==> src/hw/rtl/otb_ram.sv <==
// generic simple dual-port ram with registered read
`timescale 1ns / 1ps
`default_nettype none

module otb_ram #(
    parameter int unsigned WIDTH = 8,
    parameter int unsigned DEPTH = 256
) (
    input  wire logic                     clk,
    input  wire logic                     we,
    input  wire logic [$clog2(DEPTH)-1:0] waddr,
    input  wire logic [WIDTH-1:0]         wdata,
    input  wire logic [$clog2(DEPTH)-1:0] raddr,
    output logic      [WIDTH-1:0]         rdata
);

    logic [WIDTH-1:0] mem [DEPTH];

    // read returns old contents on a same-address write
    always_ff @(posedge clk)
    begin
        if (we)
        begin
            mem[waddr] <= wdata;
        end
        rdata <= mem[raddr];
    end

endmodule

`default_nettype wire

==> config.mk <==
export PLATFORM = sky130hd
export DESIGN_NAME = otb_ram
export DESIGN_NICKNAME = d
export VERILOG_FILES = /design/src/hw/rtl/otb_ram.sv
export SDC_FILE = /design/constraint.sdc
export NUM_CORES = 2
export LEC_CHECK = 0
export BUFFER_PORTS_ARGS = -buffer_cell sky130_fd_sc_hd__clkbuf_2
export CORE_UTILIZATION = 35
export CTS_CLUSTER_SIZE = 28
export DETAILED_ROUTE_END_ITERATION = 8
export GPL_TIMING_DRIVEN = 0
export PLACE_DENSITY = 0.57
export SETUP_SLACK_MARGIN = 0.3
export SYNTH_ARGS = -nofsm -noshare
export SYNTH_HDL_FRONTEND = slang
export SYNTH_SLANG_ARGS = --single-unit
==> constraint.sdc <==
create_clock -name clk -period 3.3 [get_ports clk]
set_input_delay 0.825 -clock clk [delete_from_list [all_inputs] [get_ports clk]]
set_output_delay 0.825 -clock clk [all_outputs]
set_load 0.01 [all_outputs]
# --- Yosys cells after proc, flatten, opt, wreduce, memory -nomap -nowiden ---
# Memory sizes are Yosys's and may differ from the RTL's. A register that Yosys moved wholly into a read port is not among the register bits.
# Index checks and enable logic that the tools add are counted.
word_totals:
  inputBits: 26
  output_inout_bits: 8
  mem_count: 1
  reg_bits: 0
  ram_bits: 2048
  word_cells: 3
op_classes:
  n_mux: 2
mem_list:
  columns: ["memory", "depth", "width", "rd", "rd_clocked_by_memory_dff", "wr", "line", "rtl"]
  rows:
  - ["mem", 256, 8, 1, 1, 1, "17", "logic [WIDTH-1:0] mem [DEPTH];"]
op_table:
  columns: ["operator", "count"]
  rows:
  - ["1-bit 2-to-1 mux", 2]

# --- Depth between registers and ports, before layout ---
depth:
  word_depth: 2
  ltp_mapped: 11
  mapped_depth_nobuf: 6

# --- Worst setup path after synthesis ---
# OpenSTA, ideal clock, no wires.
synth_timing:
  path_kind: "input -> register"
  startpoint: "input raddr[0]"
  endpoint: "register rdata[2] (read register of mem)"
  setup_ns: 0.131
  path_buffers: 4
  path_slack_ns: 0.537
  required_time_ns: 3.169
  arrival_ns: 2.632
  stages: 9
  path_cell_list: "buf_6 -> buf_12 -> buf_8 -> buf_2 -> mux4_2 -> a22oi_1 -> a21oi_1 -> nor4_1 -> nor4_2"
synth_rtl:
  columns: ["item", "line", "rtl"]
  rows:
  - ["from (decl)", "13", "input wire logic [$clog2(DEPTH)-1:0] raddr,"]
  - ["to (decl)", "14", "output logic [WIDTH-1:0] rdata"]

# --- Worst setup path in the final report ---
layout_timing:
  startpoint: "input waddr[5]"
  endpoint: "memory mem[228][0] (enable)"
layout_rtl:
  columns: ["item", "line", "rtl"]
  rows:
  - ["from (decl)", "11", "input wire logic [$clog2(DEPTH)-1:0] waddr,"]
  - ["to (decl)", "17", null]
# Straight into the memory's write port.

==> reports/results.txt <==
Status = finished, violations left
Failing checks = negative setup slack
Crit-path cells = clkbuf_2, nor2b_1, nand3_1, clkbuf_1, nor2_1
Vias = 41,400
Met3 Wirelength = 25,800 um
Core Util, Final = 0.409
Post-Syn Instances = 3,733
Place WS = -2.84 ns
Combinational Power Share = 0.061
WL met1 = 96,600 um
Largest net degree at the start of global routing = 149
Leakage = 28.0 nW
Crit path launch type = primary input
Die area = 229,000 um^2
H-tree depth = 4
Synth Area in Compound Gates = 0.0342
Top Metal Used = met4
IO Count = 34
Req. time, crit path = 3.77 ns
Synth Area in Simple Gates = 0.0263
Synth cell types = 55
Placer Congestion = 0.939
Routed Antenna Nets = 0
Placed Instances = 6,768
Critical path arrival = 3.84 ns
Die Ht = 479 um
Share of cells above drive strength 1 = 0.293
CTS Hold Buffers Added = 0
# DRC = 0
Final std cells w/o fill = 7,163
Grt total ovfl = 0
Layout Nets = 4,023
Sequential power share = 0.524
RSZ-0062 raised after global routing = true
Min-delay worst type = primary input to register
Core Box Area = 225,000 um^2
Die width = 479 um
Min cycle time layout = 3.37 ns
Layout fillers = 19,800
Vias in the first global route = 40,800
Yosys warnings = 0
Input/output buffers = 26
Worst R2R Setup Slack = 0.67 ns
Clk root buf = clkbuf_16
Largest fanout on the critical path = 10
Worst-path clk slew = 0.06 ns
Main combinational cell family by area after synthesis = multiplexers
First-pass GRT wire length = 338,000 um
Psw = 12.6 mW
Pwr Density = 597 nW/um^2
CTS Sinks = 2,056
WL/cell = 34.6 um
Skew-Pair Late Insertion Delay = 0.87 ns
Number of vias per cell = 5.78
PnR worst setup slack = -0.0705 ns
Pre-antenna DRT Iters = 7
Crit Path Category = primary input to register
Final Hold Fails = 0
Avg Cell Area, Syn = 21.3 um^2
WL met2 = 116,000 um
Initial core utilization = 0.353
DRT iter0 DRCs = 6,439
CP max-delay cell = nor2_1
Worst-Margin Slew = 1.25 ns
CP top delay family = simple AND/OR/NAND/NOR gates
Slew HR = 0.162
Endpoint class of the critical path = register
Pint = 42.4 mW
Post-DP HPWL = 165,000 um
Area share of fa/ha/maj cells after synthesis = 0
CTS tree = yes
FMAX = 0.297 GHz
Multiplexer share of the synthesized area = 0.146
Worst stage delay on the critical path = 0.80 ns
Cell Area, Synth = 79,600 um^2
XOR/XNOR Fraction of Synth Area = 0
Register area share after synthesis = 0.775
Fin Clk Skew = 0.0250 ns
Min Hold Slack = 0.421 ns
Cell Rows = 174
Final setup vio count = 16
Max-Cap Viols = 0
Period utilization = 1.02
Worst Path Buf+Inv = 2
Initial antenna violation count = 13
Maximum vdd drop = 0.496 mV
Clock share of power = 0.416
Flops & latches, synth = 2,056
CTS max path bufs = 3
Area growth syn-to-layout = 15.8%
Syn nets = 3,759
Total CTS buffers = 209
Total GRT Usage = 0.214
Final wirelength = 248,000 um
Switching share of power = 0.228
Slew Viols, Final = 0
## state kept, by name, indices dropped and copies added, names as in the netlist
register	flops
rdata	8
mem	2048
## cell usage in the layout (no fill, tap or decap), types with 15 or more instances in the layout
master     count
a21oi_1       81
a21oi_2       15
a22oi_1      130
buf_16        16
buf_2         20
buf_4         52
buf_6         32
clkbuf_1      86
clkbuf_16    209
clkbuf_2      67
clkbuf_4      19
clkinv_1      52
clkinv_2      34
edfxtp_1    2048
mux2i_1      134
mux4_2       454
nand2_1       33
nand3_1       32
nor2_1       135
nor2_2       123
nor2_4        24
nor2b_1       30
nor4_4        16
o221ai_1      39
o22ai_1       27
## final cells by class
class	count	area [um^2]	area share
tap	2992	3740	0.0406
sequential	2056	61700	0.669
inverter	2	8.76	0.0000950
antenna	8	20.0	0.000217
clock buffer	260	5420	0.0588
multi-input combinational	1442	17700	0.192
clock inverter	117	1030	0.0112
buffer	233	1840	0.0200
timing repair buffer	53	703	0.00763
## cell usage after synthesis (all sizes together)
cell / count / area, um^2
or2: 4 / 25.0
nor4: 27 / 188
o21ai: 12 / 60.1
o22ai: 28 / 175
clkbuf: 111 / 417
a21oi: 96 / 480
o311ai: 1 / 8.76
or2b: 1 / 7.51
dfxtp: 8 / 160
mux2: 1 / 11.3
nor2: 282 / 1060
clkinv: 1 / 3.75
and3: 1 / 6.26
o22a: 5 / 43.8
nor3: 22 / 110
and3b: 2 / 17.5
nor3b: 1 / 7.51
nand2: 33 / 124
a2111oi: 5 / 52.6
inv: 1 / 3.75
and2: 6 / 37.5
or3b: 1 / 8.76
mux4: 456 / 10300
buf: 122 / 1030
o221ai: 47 / 418
nand2b: 8 / 50.1
a21boi: 1 / 7.51
a311oi: 2 / 17.5
a31oi: 2 / 12.5
a22o: 8 / 70.1
edfxtp: 2048 / 61500
nor4b: 1 / 8.76
nor2b: 31 / 194
nand3b: 2 / 15.0
a22oi: 133 / 998
a221oi: 14 / 129
mux2i: 134 / 1340
o32ai: 5 / 51.3
nand4: 10 / 62.6
nand3: 34 / 170
a211oi: 16 / 120
o211ai: 10 / 75.1
## path summary, 6_finish.rpt
path / startpoint / endpoint / depth (start not counted)
setup / recovery: waddr[5] / mem[228][0] / 5
hold / removal: wdata[7] / mem[52][7] / 1
setup reg to reg: mem[83][1] / rdata[1] / 5
hold reg to reg: mem[33][5] / rdata[5] / 6
## worst reg2reg max path: cells and delay by family, from the launching register on
family	cells	cell delay [ns]
multiplexers	2	1.06
AND/OR/NAND/NOR	3	1.07
flip-flops	1	0.36
## power groups by stage
stage          Clock [mW]  Sequential, mW  Combinational (mW)
2_1_floorplan           0            29.4                1.40
3_3_place_gp            0            29.5                2.96
3_5_place_dp            0            29.4                3.06
4_1_cts              23.0            28.8                3.24
5_1_grt              23.9            28.8                3.40
6_report             22.9            28.8                3.33
## routing by layer
| layer | vias to the layer above | track usage |
|---|---|---|
| met5 | - | 0 |
| met4 | 0 | 0.0851 |
| met3 | 438 | 0.0532 |
| met2 | 2407 | 0.333 |
| met1 | 22300 | 0.288 |
| li1 | 16300 | - |
## timing repair
action | 4_1_cts | 5_1_grt
pin swaps | 9 | 9
resized for setup | 343 | 158
buffers inserted | 3 | 7
setup endpoints to repair | 830 | 1168
## logic make-up (layout without fill, tap and decap cells)
| group | Yosys count | after routing |
|---|---|---|
| flops | 2056 | 2056 |
| other cells | 0 | 8 |
| compound gates | 385 | 385 |
| simple gates | 466 | 466 |
| buf+inv | 235 | 665 |
| mux | 591 | 591 |
## per-stage QoR
step | setup TNS (ns) | power, mW | area, um^2
floorplan | 0 | 30.8 | 79600
global placement | -6028.23 | 32.5 | 83400
detailed placement | -952.48 | 32.4 | 84000
CTS | 0 | 55.1 | 91600
global route | 0 | 56.1 | 92100
finish | -0.726 | 55.0 | 92100
Note: power is estimated with default switching activity, not from simulation.
